File: src/hdl/broadcast_reduce_index_map_unit_defines.svh
// ----------------------------------------------------------------------------
// Assertion macros for the broadcast/reduce index map unit
// Concurrent checks are sampled on clk and masked while arst_n is low.
// ----------------------------------------------------------------------------
`ifndef BROADCAST_REDUCE_INDEX_MAP_UNIT_DEFINES_SVH
`define BROADCAST_REDUCE_INDEX_MAP_UNIT_DEFINES_SVH

`ifndef SYNTHESIS
`define BRIM_ASSERT(lbl, prop, msg) \
	lbl: assert property (@(posedge clk) disable iff (!arst_n) (prop)) else $error(msg);
`define BRIM_ASSERT_IMP(lbl, cond, prop, msg) \
	lbl: assert property (@(posedge clk) disable iff (!arst_n) (cond) |-> (prop)) else $error(msg);
`else
`define BRIM_ASSERT(lbl, prop, msg)
`define BRIM_ASSERT_IMP(lbl, cond, prop, msg)
`endif

`endif

File: src/hdl/brim_pkg.sv
// ----------------------------------------------------------------------------
// brim_pkg
// Shared widths, codes, types and helpers of the index map unit.
// ----------------------------------------------------------------------------
package brim_pkg;

	localparam int RANK      = 4;
	localparam int DIM_W     = 16;
	localparam int IDX_W     = 20;
	localparam int POS_W     = 16;
	localparam int CNT_W     = IDX_W + 1;
	localparam int RANK_W    = 3;
	localparam int AXIS_W    = 2;
	localparam int DATA_W    = 64;
	localparam int REG_IDX_W = 3;
	localparam int DIV_STEPS = IDX_W;

	localparam logic [CNT_W-1:0] MAX_ELEMENTS = CNT_W'(1) << IDX_W;

	typedef enum logic [1:0] {
		FAULT_OK    = 2'd0,
		FAULT_SHAPE = 2'd1,
		FAULT_INDEX = 2'd2,
		FAULT_POS   = 2'd3
	} fault_t;

	typedef enum logic [REG_IDX_W-1:0] {
		REG_OUT_SHAPE = 3'd0,
		REG_SRC_SHAPE = 3'd1,
		REG_OUT_RANK  = 3'd2,
		REG_SRC_RANK  = 3'd3,
		REG_MODE      = 3'd4,
		REG_SUM_AXIS  = 3'd5
	} reg_idx_t;

	// Per-configuration values derived from the registers; steady while they stay unchanged.
	typedef struct packed {
		logic                       shape_fault;
		logic                       mode;
		logic [AXIS_W-1:0]          ax;
		logic [CNT_W-1:0]           otot;
		logic [CNT_W-1:0]           stot;
		logic [RANK-1:0][DIM_W-1:0] s;
		logic [RANK-1:0][DIM_W-1:0] o;
		logic [RANK-1:0][CNT_W-1:0] stride;
	} derived_t;

	// One item in flight: dividend/quotient, partial remainder, position, sum, fault code.
	typedef struct packed {
		logic [IDX_W-1:0] n;
		logic [DIM_W-1:0] r;
		logic [POS_W-1:0] pos;
		logic [IDX_W-1:0] acc;
		fault_t           fault;
	} item_t;

	function automatic logic [RANK_W-1:0] eff_rank(input logic [RANK_W-1:0] r);
		if (r == '0)
			return RANK_W'(1);
		if (r > RANK_W'(RANK))
			return RANK_W'(RANK);
		return r;
	endfunction

	// Clamp an element count so that anything above the limit stays above it.
	function automatic logic [CNT_W-1:0] sat_cnt(input logic [2*DIM_W-1:0] p);
		if (p > (2*DIM_W)'(MAX_ELEMENTS))
			return MAX_ELEMENTS + CNT_W'(1);
		return p[CNT_W-1:0];
	endfunction

endpackage

File: src/hdl/brim_acc_cell.sv
// ----------------------------------------------------------------------------
// brim_acc_cell
// Adds one dimension's coordinate times stride: remainder, sum pos, or 0.
// ----------------------------------------------------------------------------
module brim_acc_cell (
	input  logic                         clk,
	input  logic                         arst_n,
	input  logic                         en,
	input  logic [brim_pkg::AXIS_W-1:0]  dim,
	input  brim_pkg::derived_t           der,
	input  logic                         vld_in,
	input  brim_pkg::item_t              item_in,
	output logic                         vld_s1,
	output brim_pkg::item_t              item_s1
);

	localparam int M_W = brim_pkg::DIM_W + brim_pkg::CNT_W;

	logic [brim_pkg::DIM_W-1:0] digit;
	logic [M_W-1:0]             prod;
	brim_pkg::item_t            nxt;

	always_comb begin
		if (der.mode && dim == der.ax)
			digit = item_in.pos;
		else if (der.s[dim] == brim_pkg::DIM_W'(1))
			digit = '0;
		else
			digit = item_in.r;
		prod    = M_W'(digit) * M_W'(der.stride[dim]);
		nxt     = item_in;
		nxt.acc = item_in.acc + prod[brim_pkg::IDX_W-1:0];
		nxt.r   = '0;
	end

	always_ff @(posedge clk or negedge arst_n) begin
		if (!arst_n) begin
			vld_s1 <= 1'b0;
		end else if (en) begin
			vld_s1 <= vld_in;
		end
	end

	always_ff @(posedge clk) begin
		if (en)
			item_s1 <= nxt;
	end

endmodule

File: config.mk
export PLATFORM = sky130hd
export DESIGN_NAME = brim_acc_cell
export DESIGN_NICKNAME = d
export VERILOG_FILES = /design/src/hdl/broadcast_reduce_index_map_unit_defines.svh /design/src/hdl/brim_pkg.sv /design/src/hdl/brim_acc_cell.sv
export SDC_FILE = /design/constraint.sdc
export NUM_CORES = 1
export LEC_CHECK = 0
export ABC_AREA = 1
export BUFFER_PORTS_ARGS = -buffer_cell sky130_fd_sc_hd__buf_2
export CAP_MARGIN = 0
export CORE_AREA = 2 2 159 161
export CTS_CLUSTER_DIAMETER = 30
export DETAILED_ROUTE_END_ITERATION = 10
export DIE_AREA = 0 0 161 163
export PLACE_DENSITY_LB_ADDON = 0.12
export SLEW_MARGIN = 20
export SYNTH_ARGS = -nofsm -noshare
export SYNTH_HDL_FRONTEND = slang
export SYNTH_SLANG_ARGS = --single-unit
export TNS_END_PERCENT = 1
File: constraint.sdc
create_clock -name clk -period 0.8 [get_ports clk]
set_input_delay 0.08 -clock clk [delete_from_list [all_inputs] [get_ports clk]]
set_output_delay 0.08 -clock clk [all_outputs]
set_load 0.005 [all_outputs]
==> reports/qor.yml <==
run_status:
  status: "finished with violations"
  violations: "setup timing"
cells_and_area:
  post-route-util: 0.562
  area_growth_syn_to_layout_pct: 40.8
  final_nets: 2209
  n_antenna_cell: 0
  layoutNonFillerInstCount: 1996
  drive_above_1_share: 0.362
floorplan:
  ios: 413
  coreArea_mm2: 0.0247
  rows: 58
  dieArea_mm2: 0.0262
  die_w_um: 161
  die_h_um: 163
  start_util: 0.399
sta:
  finalClockSkew_ns: 0
  slew_viol_final: 0
  hold_viol_final: 0
  setup_slack_ns: -4.82
  fmax_mhz: 178
  finalCritPeriodShare: 7.02
  finalSetupViolCount: 79
  period_needed_ns: 5.62
  rsz0062_at_grt: "yes"
global_route:
  grt_pass1_vias: 9690
  grt_max_degree: 49
  grt_first_pass_wirelength_um: 49900
  overflow: 0
  grt_util_all_layers: 0.251
  antenna_found_initial: 1
worst_hold_path:
  worstHoldStart: "item_in[37]"
  min_to: "item_s1[37]"
  worstHoldPathCells: 2
  hp-class: "input port to register"
critical_path:
  slowest_delay_ns: 0.52
  critPathTopFamily: "adder cells"
  cpMaxStageDelayCell: "fa_1"
  crit_type: "input port to register"
  crit_required_ns: 0.88
  timing.rr.end: "vld_s1"
  worstSetupStartpointType: "input port"
  cp_max_fo: 9
  cp_common_cell: "fa_1"
  r2r_setup_slack_ns: 0.07
  rr_startpoint: "vld_s1"
  cp.arrival_ns: 5.70
  ff2ff_path_depth: 1
  cp-end-kind: "register"
  crit_start: "dim[1]"
  path_buf_inv: 11
placed_design:
  gp_congestion: 0.941
  io_buffers: 285
  place_hpwl_um: 27800
  dp_cells: 1950
  preCtsSetupSlack_ns: -5.45
clock_network:
  cts_buffer_depth: 2
  clk_latency_ns: 0.32
  cts_tree: "done"
  cts_buffers: 9
  clock_sinks: 59
  h-tree-depth: 3
  root_buffer: "clkbuf_16"
  path_clk_slew_ns: 0.06
drt:
  first_iter_violations: 371
  drc: 0
  wl_um: 31700
  drtAntennaViolNets: 0
  firstDrtPassIters: 5
  viasPerCell: 4.52
  vias: 9025
  wl_per_cell_um: 15.9
logic_synthesis:
  async_flop_share: 0.0169
  yosys.area.top_type: "fa_1"
  synth_edf_count: 58
  postSynthAreaPerCell_um2: 8.25
  ys_top_cells_by_area: "fa_1 (31%), edfxtp_1 (18%), inv_1 (11%)"
  ys_seq_elements: 59
  synth_top_area_frac: 0.313
  yosysWarnings: 0
  netlist_area_mm2: 0.00984
  seq_area_frac_synth: 0.179
  synth-main-ff-cell: "edfxtp_1"
  synthCells: 1193
  synth_commonest_cells: "inv_1 (294), nand2_1 (197), nor2_1 (185), fa_1 (154), edfxtp_1 (58)"
  ys_types: 43
  yosysMostFrequentCell: "inv_1"
power_and_ir_drop:
  p_leak_nw: 7.29
  power_density_mw_per_mm2: 4560
  peakVddDrop_mv: 5.93
flow_run:
  cap_violations: 0
[power breakdown]
part / switching (mW) / leakage, nW / internal (mW)
Clock: 1.55 / 0.131 / 2.15
Sequential: 0.205 / 0.579 / 5.55
Combinational: 27.0 / 6.58 / 26.7
Total: 28.8 / 7.29 / 34.4
[worst max path at each step]
stage,cells after the start,end
floorplan,35,item_s1[21]
global placement,30,item_s1[21]
detailed placement,30,item_s1[21]
CTS,30,item_s1[20]
global route,35,item_s1[21]
finish,28,item_s1[20]
[layout by cell type (no fill, tap or decap), types with 5 or more instances in the layout]
cell           synthesis  final
xnor2_1               12     12
edfxtp_1              58     58
buf_2                  9    284
ha_1                  56     43
a32oi_1                8      6
o21ai_1                2      6
a21oi_1               14      8
nand2_1              197    191
a21oi_2                0      6
nand2_2                5      9
fa_1                 154    151
ha_4                   0     12
a32oi_4                3      5
nand3b_1               6      6
buf_4                 19    154
buf_12                 0     12
buf_6                  5     12
dlygate4sd3_1          0     23
nand3_1               29     27
or2_2                 31     31
inv_1                294    284
or2_1                 22     22
nor2_1               185    176
a32oi_2                6      6
nor2_2                 0      8
conb_1                 1     16
xor2_1                13     12
clkbuf_16              0      9
inv_2                 11     17
[sequential cells by signal, indices dropped and copies added, names as in the netlist]
signal and count:
item_s1 58, vld_s1 1
[kinds of logic (layout without fill, tap and decap cells)]
family                     Yosys count  in the layout  synth area share
adders and majority gates          210            210             0.384
AOI/OAI and AO/OA                   54             54            0.0497
xor gates and xnor gates            25             25            0.0222
buffers and inverters              350            808             0.146
DFF                                 59             59             0.179
other                                1             16          0.000381
muxes                                1              1           0.00114
and+or+nand+nor                    493            493             0.217
[metrics by stage]
stage | hold slack [ns] | TNS, ns | area (µm²) | power (mW)
3_5_place_dp | -0.143 | -86.82 | 13000 | 52.0
4_1_cts | 0.0320 | -81.24 | 13700 | 60.9
5_1_grt | 0.0497 | -86.05 | 13900 | 68.7
6_report | 0.0406 | -79.58 | 13900 | 63.2
3_3_place_gp | -0.145 | -86.37 | 13000 | 51.8
2_1_floorplan | -0.216 | -76.73 | 10100 | 34.8
[layout make-up]
class	instances	area, µm²
timing repair buffer	485	3180
inverter	307	1180
multi-input combinational	799	7030
clock buffer	9	225
tap	330	413
clock inverter	7	60.1
sequential	59	1770
fill	2348	10800
[per-layer routing]
metal	track usage	routed length, µm	vias to the layer above
met3	0.0265	1540	45
met4	0.0808	956	2
met1	0.301	13000	4219
met5	0	10	-
met2	0.470	16200	325
li1	-	-	4434
[repair_timing]
item	4_1_cts	5_1_grt
setup endpoints to repair	79	79
pin swaps	10	23
endpoints found under the hold margin	23	0
hold buffers	23	0
setup buffers	4	3
gates resized for setup	46	24
(Power assumes the default switching activity.)
