[src/hdl/broadcast_reduce_index_map_unit_defines.svh]
// ----------------------------------------------------------------------------
// Assertion macros for the broadcast/reduce index map unit
// Concurrent checks are sampled on clk and masked while arst_n is low.
// ----------------------------------------------------------------------------
`ifndef BROADCAST_REDUCE_INDEX_MAP_UNIT_DEFINES_SVH
`define BROADCAST_REDUCE_INDEX_MAP_UNIT_DEFINES_SVH

`ifndef SYNTHESIS
`define BRIM_ASSERT(lbl, prop, msg) \
	lbl: assert property (@(posedge clk) disable iff (!arst_n) (prop)) else $error(msg);
`define BRIM_ASSERT_IMP(lbl, cond, prop, msg) \
	lbl: assert property (@(posedge clk) disable iff (!arst_n) (cond) |-> (prop)) else $error(msg);
`else
`define BRIM_ASSERT(lbl, prop, msg)
`define BRIM_ASSERT_IMP(lbl, cond, prop, msg)
`endif

`endif

[src/hdl/brim_pkg.sv]
// ----------------------------------------------------------------------------
// brim_pkg
// Shared widths, codes, types and helpers of the index map unit.
// ----------------------------------------------------------------------------
package brim_pkg;

	localparam int RANK      = 4;
	localparam int DIM_W     = 16;
	localparam int IDX_W     = 20;
	localparam int POS_W     = 16;
	localparam int CNT_W     = IDX_W + 1;
	localparam int RANK_W    = 3;
	localparam int AXIS_W    = 2;
	localparam int DATA_W    = 64;
	localparam int REG_IDX_W = 3;
	localparam int DIV_STEPS = IDX_W;

	localparam logic [CNT_W-1:0] MAX_ELEMENTS = CNT_W'(1) << IDX_W;

	typedef enum logic [1:0] {
		FAULT_OK    = 2'd0,
		FAULT_SHAPE = 2'd1,
		FAULT_INDEX = 2'd2,
		FAULT_POS   = 2'd3
	} fault_t;

	typedef enum logic [REG_IDX_W-1:0] {
		REG_OUT_SHAPE = 3'd0,
		REG_SRC_SHAPE = 3'd1,
		REG_OUT_RANK  = 3'd2,
		REG_SRC_RANK  = 3'd3,
		REG_MODE      = 3'd4,
		REG_SUM_AXIS  = 3'd5
	} reg_idx_t;

	// Per-configuration values derived from the registers; steady while they stay unchanged.
	typedef struct packed {
		logic                       shape_fault;
		logic                       mode;
		logic [AXIS_W-1:0]          ax;
		logic [CNT_W-1:0]           otot;
		logic [CNT_W-1:0]           stot;
		logic [RANK-1:0][DIM_W-1:0] s;
		logic [RANK-1:0][DIM_W-1:0] o;
		logic [RANK-1:0][CNT_W-1:0] stride;
	} derived_t;

	// One item in flight: dividend/quotient, partial remainder, position, sum, fault code.
	typedef struct packed {
		logic [IDX_W-1:0] n;
		logic [DIM_W-1:0] r;
		logic [POS_W-1:0] pos;
		logic [IDX_W-1:0] acc;
		fault_t           fault;
	} item_t;

	function automatic logic [RANK_W-1:0] eff_rank(input logic [RANK_W-1:0] r);
		if (r == '0)
			return RANK_W'(1);
		if (r > RANK_W'(RANK))
			return RANK_W'(RANK);
		return r;
	endfunction

	// Clamp an element count so that anything above the limit stays above it.
	function automatic logic [CNT_W-1:0] sat_cnt(input logic [2*DIM_W-1:0] p);
		if (p > (2*DIM_W)'(MAX_ELEMENTS))
			return MAX_ELEMENTS + CNT_W'(1);
		return p[CNT_W-1:0];
	endfunction

endpackage

[src/hdl/brim_div_cell.sv]
// ----------------------------------------------------------------------------
// brim_div_cell
// One restoring-division step: shifts in a dividend bit, forms a quotient bit.
// ----------------------------------------------------------------------------
module brim_div_cell (
	input  logic                        clk,
	input  logic                        arst_n,
	input  logic                        en,
	input  logic                        vld_in,
	input  brim_pkg::item_t             item_in,
	input  logic [brim_pkg::DIM_W-1:0]  divisor,
	output logic                        vld_s1,
	output brim_pkg::item_t             item_s1
);

	logic [brim_pkg::DIM_W:0] trial;
	logic                     ge;
	brim_pkg::item_t          nxt;

	always_comb begin
		trial = {item_in.r, item_in.n[brim_pkg::IDX_W-1]};
		ge    = trial >= {1'b0, divisor};
		nxt   = item_in;
		nxt.r = ge ? brim_pkg::DIM_W'(trial - {1'b0, divisor}) : trial[brim_pkg::DIM_W-1:0];
		nxt.n = {item_in.n[brim_pkg::IDX_W-2:0], ge};
	end

	always_ff @(posedge clk or negedge arst_n) begin
		if (!arst_n) begin
			vld_s1 <= 1'b0;
		end else if (en) begin
			vld_s1 <= vld_in;
		end
	end

	always_ff @(posedge clk) begin
		if (en)
			item_s1 <= nxt;
	end

endmodule

[config.mk]
export PLATFORM = sky130hd
export DESIGN_NAME = brim_div_cell
export DESIGN_NICKNAME = d
export VERILOG_FILES = /design/src/hdl/broadcast_reduce_index_map_unit_defines.svh /design/src/hdl/brim_pkg.sv /design/src/hdl/brim_div_cell.sv
export SDC_FILE = /design/constraint.sdc
export NUM_CORES = 1
export LEC_CHECK = 0
export ABC_AREA = 1
export BUFFER_PORTS_ARGS = -buffer_cell sky130_fd_sc_hd__clkbuf_2
export CORE_ASPECT_RATIO = 0.8
export CORE_MARGIN = 4
export CORE_UTILIZATION = 50
export DETAILED_ROUTE_END_ITERATION = 16
export PLACE_DENSITY = 0.85
export SKIP_CTS_REPAIR_TIMING = 1
export SLEW_MARGIN = 20
export SYNTH_ARGS = -nofsm -noshare
export SYNTH_HDL_FRONTEND = slang
export SYNTH_SLANG_ARGS = --single-unit
[constraint.sdc]
create_clock -name clk -period 1.39 [get_ports clk]
set_input_delay 0.0695 -clock clk [delete_from_list [all_inputs] [get_ports clk]]
set_output_delay 0.0695 -clock clk [all_outputs]
set_load 0.005 [all_outputs]
==> reports/metrics.csv, run 1 <==
stage,metric,value,unit
hold_path,min_path_type,in -> async,
sta,fin_skew,0,ns
sta,timing.hold.ws,0.01196,ns
setup_path,crit_arrival,1.64,ns
global_routing,grt_pass1_vias,3158,
power,p_leak,2.912,nW
sta,hold_viol_final,0,
logic_synthesis,synthDistinctLibCells,26,
clock_network,root_buffer,clkbuf_8,
floorplan,io_pins,169,
logic_synthesis,yosysTopAreaCellShare,0.6150,
global_routing,grt_use_total,0.2236,
job,drv_cap,0,
place,port_buffers,168,
setup_path,crit_chain,clkbuf_4 > inv_12 > ha_4 > nand2_1 > nand2_1 > inv_2 > nand2_1 > nand2_1 > nand3_2 > nand2_2 > nand2_4 > buf_4 > nand2_1 > o21ai_0,
final_layout,layout-drive-gt1-share,0.4366,
clock_network,htreeDepth,3,
detailed_routing,routed_via_density,5.238,
final_layout,areaGrowthSynthToFinish,62.88,%
final_layout,mostFrequentLayoutCell,clkbuf_2,
logic_synthesis,postSynthCellCount,345,
global_routing,grt_pass1_wl,14900,µm
setup_path,crit_type,in -> reg,
clock_network,tritoncts.num_buffers,9,
setup_path,crit_fanout,7,
power,cellPowerDensity,1072,mW/mm²
logic_synthesis,syn_area_per_cell,10.47,µm²
sta,min_period,1.547,ns
global_routing,grt_util_met3,0.07937,
global_routing,met1_usage,0.2471,
logic_synthesis,syn_area,0.003613,mm²
sta,fin_tns_setup,-0.9842,ns
sta,finalCritPeriodShare,1.113,
final_layout,fin_nets,729,
final_layout,fin_util,0.8457,
sta,slew_headroom,0.7746,
logic_synthesis,yosysSeqAreaShare,0.6219,
final_layout,fin_area,0.005886,mm²
sta,finalMaxSlewViolations,0,
global_routing,grt-ovfl-total,0,
detailed_routing,drcViolationCount,0,
detailed_routing,wire_per_inst,20.11,µm
setup_path,cp_common_cell,nand2_1,
sta,tightest_slew,0.3380,ns
place,dp.cells,635,
logic_synthesis,syn_nets,456,
global_routing,met2_usage,0.3943,
floorplan,fp.dieW,103.0,µm
run_status,outcome,finished with violations,
floorplan,initial_core_util,0.5192,
floorplan,core,0.006959,mm²
clock_network,clk_path_buf_depth,2,
sta,fin_ws,-0.1569,ns
clock_network,cts_tree,yes,
final_layout,fillers,358,
setup_path,end_kind,flip-flop,
setup_path,slowest_delay,0.25,ns
sta,max_freq,646.5,MHz
global_routing,grt_max_degree,29,
setup_path,crit_required,1.49,ns
clock_network,path_clk_slew,0.08,ns
logic_synthesis,ys_warn_count,0,
detailed_routing,drt-initial-drc-count,360,
setup_path,startpoint_type,input port,
logic_synthesis,synthTopCellsByArea,"edfxtp_1 61%, nand2_1 11%, inv_1 6.0%",
floorplan,die_area,0.008659,mm²
clock_network,clock-sinks,75,
sta,rsz0062_at_grt,yes,
detailed_routing,first_pass_iters,5,
floorplan,die_h,84.04,µm
final_layout,final_cells,711,
setup_path,cp_slowest_cell,ha_4,
run_status,violations,negative setup slack,
setup_path,rr_worst_depth,1,
detailed_routing,antenna_left,0,
sta,final-setup-viol-count,16,
logic_synthesis,synth_top_area_cell,edfxtp_1,
clock_network,clock_latency,0.35,ns
final_layout,final_cell_mix,"166 x clkbuf_2, 104 x nand2_1, 74 x edfxtp_1",
floorplan,std_cell_rows,27,
global_routing,busiest_layer,met2,
power,ir_drop,555.6,µV
logic_synthesis,synth.ff_latch_count,75,
place,placed_cell_area,0.005052,mm²
global_routing,antenna_found_initial,1,
detailed_routing,vias,3724,
place,gp_congestion,0.8675,
detailed_routing,drt_wl_total,14300,µm
place,place_hpwl,7871,µm
[report_power, final]
group          internal [mW]  total (mW)  switching, mW
registers               2.74        2.81         0.0768
clock network           1.02        1.98          0.953
logic                  0.730        1.52          0.788
total                   4.49        6.31           1.82
[stage by stage]
stage                     total power [mW]  setup slack (ns)
after floorplan                      3.442          -0.04077
after global routing                 6.518           -0.2202
after CTS                            5.962           0.03948
after global placement               4.057           -0.2607
final                                6.308           -0.1569
after detailed placement             4.104           -0.3338
[Yosys cell counts]
| cell type | instances |
|---|---|
| nand2_1 | 110 |
| edfxtp_1 | 74 |
| inv_1 | 58 |
| ha_1 | 16 |
| nor2_1 | 16 |
| nand3_1 | 14 |
| nand2_2 | 12 |
| a21oi_1 | 9 |
| nand3_2 | 5 |
| xor2_1 | 5 |
| nand4_1 | 4 |
| nor2_2 | 3 |
| and2_1 | 2 |
| inv_2 | 2 |
| nand3b_1 | 2 |
| nor3_1 | 2 |
| o21ai_0 | 2 |
| buf_12 | 1 |
| buf_4 | 1 |
| buf_6 | 1 |
| dfrtp_1 | 1 |
| fa_1 | 1 |
| mux2_2 | 1 |
| o21bai_1 | 1 |
| or2_2 | 1 |
| xnor2_1 | 1 |
[sequential cells by signal, summed over array words and instances (netlist names)]
signal and flops:
vld_s1 1, item_s1 74
[final timing paths]
| path | to | from | slack [ns] |
|---|---|---|---|
| worst max-delay path | item_s1[38] | divisor[4] | -0.16 |
| worst min-delay path | vld_s1 | arst_n | 0.01 |
| worst max register to register | vld_s1 | vld_s1 | 0.64 |
| worst min register to register | vld_s1 | vld_s1 | 0.53 |
| max in group asynchronous | vld_s1 | arst_n | 1.29 |
| min in group clk | item_s1[53] | item_in[52] | 0.03 |
[worst max-delay path, delay by kind of cell]
family | cells | cell delay (ns)
buf+inv | 4 | 0.44
fa+ha+maj | 1 | 0.25
simple gates | 8 | 0.76
compound gates | 1 | 0.10
[kinds of logic after synthesis]
group                    Yosys count  share of synthesized area
XOR/XNOR                           6                    0.01454
AO/OA/AOI/OAI                     12                    0.01731
adder cells (fa/ha/maj)           17                    0.06094
AND/OR/NAND/NOR                  171                     0.2091
flip-flops                        75                     0.6219
buffers and inverters             63                    0.07306
multiplexers                       1                   0.003116
[area by class of cell]
class                      instances  area, µm²  area share
antenna                            1      2.502   0.0004252
tap                               87      108.9     0.01849
inverter                          60      240.2     0.04082
sequential                        75       2247      0.3818
clock buffer                       9      123.9     0.02105
clock inverter                     7      97.59     0.01658
timing repair buffer             265       1750      0.2974
multi-input combinational        207       1315      0.2234
[per-layer routing]
layer	part of all wire	up-vias
li1	-	1668
met1	0.35	1714
met3	0.11	55
met2	0.50	287
met5	0	-
met4	0.043	0
Power figures use the tool's default switching activity.
==> run 2: changes to the inputs <==
--- a/config.mk
+++ b/config.mk
@@ -12,6 +12,7 @@
 export CORE_UTILIZATION = 50
 export DETAILED_ROUTE_END_ITERATION = 16
 export PLACE_DENSITY = 0.85
+export REMOVE_ABC_BUFFERS = 1
 export SKIP_CTS_REPAIR_TIMING = 1
 export SLEW_MARGIN = 20
 export SYNTH_ARGS = -nofsm -noshare
==> run 2 against run 1 <==
Compared with the run above: fmax grew 7.5%; clock skew is the same; clock power shrank 16%; combinational power is essentially flat; the flow still finishes with violations (negative setup slack); first-iteration DRC count grew 3.9%; flip-flop and latch count is the same; critical endpoint is now item_s1[45]; non-clock buffer count grew 15; routed wire length shrank 0.31%.
==> reports/metrics.csv, run 2 (synthesis gave the netlist of run 1 again) <==
stage,metric,value,unit,change
final_layout,final_cell_mix,"167 x clkbuf_2, 106 x nand2_1, 74 x edfxtp_1",,
detailed_routing,routed-wl-met3,1624,µm,-1.2%
hold_path,min_path_type,in -> reg,,
clock_network,tritoncts.num_buffers,9,,unchanged
place,placed_cell_area,0.004947,mm²,-2.1%
setup_path,timing.critical_path.to,item_s1[45],,
detailed_routing,vias,3821,,+2.6%
detailed_routing,drt_wl_total,14260,µm,-0.31%
final_layout,diodes,0,,-1
final_layout,layout-drive-gt1-share,0.4483,,+0.01168
power,p_leak,2.955,nW,+1.5%
run_status,outcome,finished with violations,,
clock_network,clk_path_buf_depth,2,,unchanged
detailed_routing,wire_per_inst,19.66,µm,-2.2%
setup_path,crit_path_start,divisor[9],,
sta,tightest_slew,0.4787,ns,+0.1406 ns
sta,finalCritPeriodShare,1.035,,-0.07804
sta,max_freq,695.2,MHz,+7.5%
final_layout,final_cells,725,,+2.0%
sta,hold_viol_final,0,,unchanged
setup_path,rr_worst_depth,1,,unchanged
detailed_routing,antenna_left,0,,unchanged
setup_path,crit_buf_inv,3,,-1
setup_path,slowest_delay,0.37,ns,+0.12 ns
clock_network,htreeDepth,3,,unchanged
detailed_routing,drcViolationCount,0,,unchanged
setup_path,cp_common_cell,nand2_1,,
global_routing,grt-ovfl-total,0,,unchanged
global_routing,grt_pass1_wl,15150,µm,+1.7%
final_layout,regMostFlops,item_s1,,
final_layout,fin_util,0.8499,,+0.004135
setup_path,crit_required,1.50,ns,about the same
global_routing,grt_use_total,0.2239,,+0.0002876
floorplan,die_h,84.04,µm,unchanged
floorplan,io_pins,169,,unchanged
final_layout,fillers,365,,+2.0%
sta,final-setup-viol-count,4,,-12
setup_path,crit_arrival,1.55,ns,-0.09 ns
final_layout,top_regs,"item_s1: 74 flops, vld_s1: 1 flops",,
clock_network,clock_latency,0.36,ns,about the same
job,drv_cap,0,,unchanged
place,place_hpwl,7887,µm,+0.19%
place,gp_congestion,0.8681,,about the same
clock_network,path_clk_slew,0.09,ns,about the same
setup_path,r2r_end,vld_s1,,
final_layout,mostFrequentLayoutCell,clkbuf_2,,
sta,fin_ws,-0.04841,ns,+0.1085 ns
floorplan,std_cell_rows,27,,unchanged
detailed_routing,top_layer,met4,,
clock_network,cts_tree,yes,,
power,cellPowerDensity,1020,mW/mm²,-4.8%
sta,finalMaxSlewViolations,0,,unchanged
floorplan,initial_core_util,0.5192,,unchanged
setup_path,startpoint_type,input port,,
detailed_routing,first_pass_iters,6,,+1
place,port_buffers,168,,unchanged
detailed_routing,met1_length,4863,µm,-1.5%
sta,min_period,1.438,ns,-0.1085 ns
setup_path,cp.depth,12,,-2
setup_path,crit_chain,clkbuf_2 > inv_1 > ha_1 > nand2_1 > nor2_2 > nand2_1 > nor2_1 > nor2_2 > nand2_4 > inv_4 > nand2_1 > nand2_1,,
power,total_power,6.033,mW,-4.3%
setup_path,end_kind,flip-flop,,
final_layout,seq_area,0.002247,mm²,unchanged
final_layout,fin_area,0.005914,mm²,+0.49%
detailed_routing,routed_via_density,5.270,,+0.62%
sta,fin_skew,0,ns,unchanged
power,ir_drop,700.3,µV,+26%
global_routing,grt_max_degree,28,,-3.4%
detailed_routing,wl_met2,7294,µm,+2.7%
floorplan,fp.dieW,103.0,µm,unchanged
global_routing,antenna_found_initial,0,,-1
setup_path,cp_slowest_cell,ha_1,,
setup_path,crit_type,in -> reg,,
run_status,violations,negative setup slack,,
final_layout,largest_reg_flops,74,,unchanged
detailed_routing,drt-initial-drc-count,374,,+3.9%
place,dp.cells,650,,+2.4%
setup_path,r2r_slack,0.65,ns,about the same
floorplan,die_area,0.008659,mm²,unchanged
final_layout,multi_input_area,0.001291,mm²,-1.8%
clock_network,clock-sinks,75,,unchanged
setup_path,crit-reg2reg-launch,vld_s1,,
final_layout,fin_nets,744,,+2.1%
setup_path,crit_fanout,14,,+7
sta,slew_headroom,0.6809,,-0.09376
clock_network,root_buffer,clkbuf_8,,
final_layout,areaGrowthSynthToFinish,63.68,%,
setup_path,critical_path.top_delay_family,simple AND/OR/NAND/NOR gates,,
global_routing,grt_pass1_vias,3214,,+1.8%
floorplan,core,0.006959,mm²,unchanged
place,pre_cts_ws,-0.4046,ns,-0.07083 ns
[run 2: changes by cell type in the layout (fill, tap and decap cells not counted), moves of 2 or more]
cell,previous run,this run
ha_1,3,5
buf_4,36,50
nand2_1,104,106
ha_4,13,11
bufinv_16,2,0
nand2_4,3,1
inv_1,56,58
[run 2: routing by layer]
metal  vias up  GRT usage
met5         -          0
li1       1692          -
met4         0    0.04118
met3        58    0.05681
met2       328     0.4188
met1      1743     0.2539
[run 2: worst min-delay path by stage]
| stage | cells after the start | slack, ns | from | end |
|---|---|---|---|---|
| after global placement | 1 | -0.16 | arst_n | vld_s1 |
| after global routing | 2 | 0.02 | arst_n | vld_s1 |
| after floorplan | 0 | -0.23 | arst_n | vld_s1 |
| after detailed placement | 1 | -0.15 | arst_n | vld_s1 |
| final | 3 | 0.004 | item_in[52] | item_s1[53] |
| after CTS | 1 | -0.52 | arst_n | vld_s1 |
[run 2: layout make-up]
cell class                      instances  area share
Sequential cell                        75      0.3799
Timing Repair Buffer                  280      0.3142
Clock buffer                            9     0.02094
Tap cell                               87     0.01840
Multi-Input combinational cell        207      0.2183
Clock inverter                          7    0.009731
Inverter                               60     0.03850
[run 2: through the flow]
step / setup TNS [ns] / hold WS, ns
finish: -0.1270 / 0.003978
floorplan: -4.394 / -0.2261
global route: -1.479 / 0.01753
detailed placement: -5.391 / -0.1541
CTS: -0.08197 / -0.5235
global placement: -4.941 / -0.1561
[run 2: where the power goes]
part | switching (mW) | internal, mW | total [mW]
logic | 0.796 | 0.757 | 1.55
clock network | 0.982 | 0.678 | 1.66
registers | 0.0822 | 2.74 | 2.82
total | 1.86 | 4.17 | 6.03
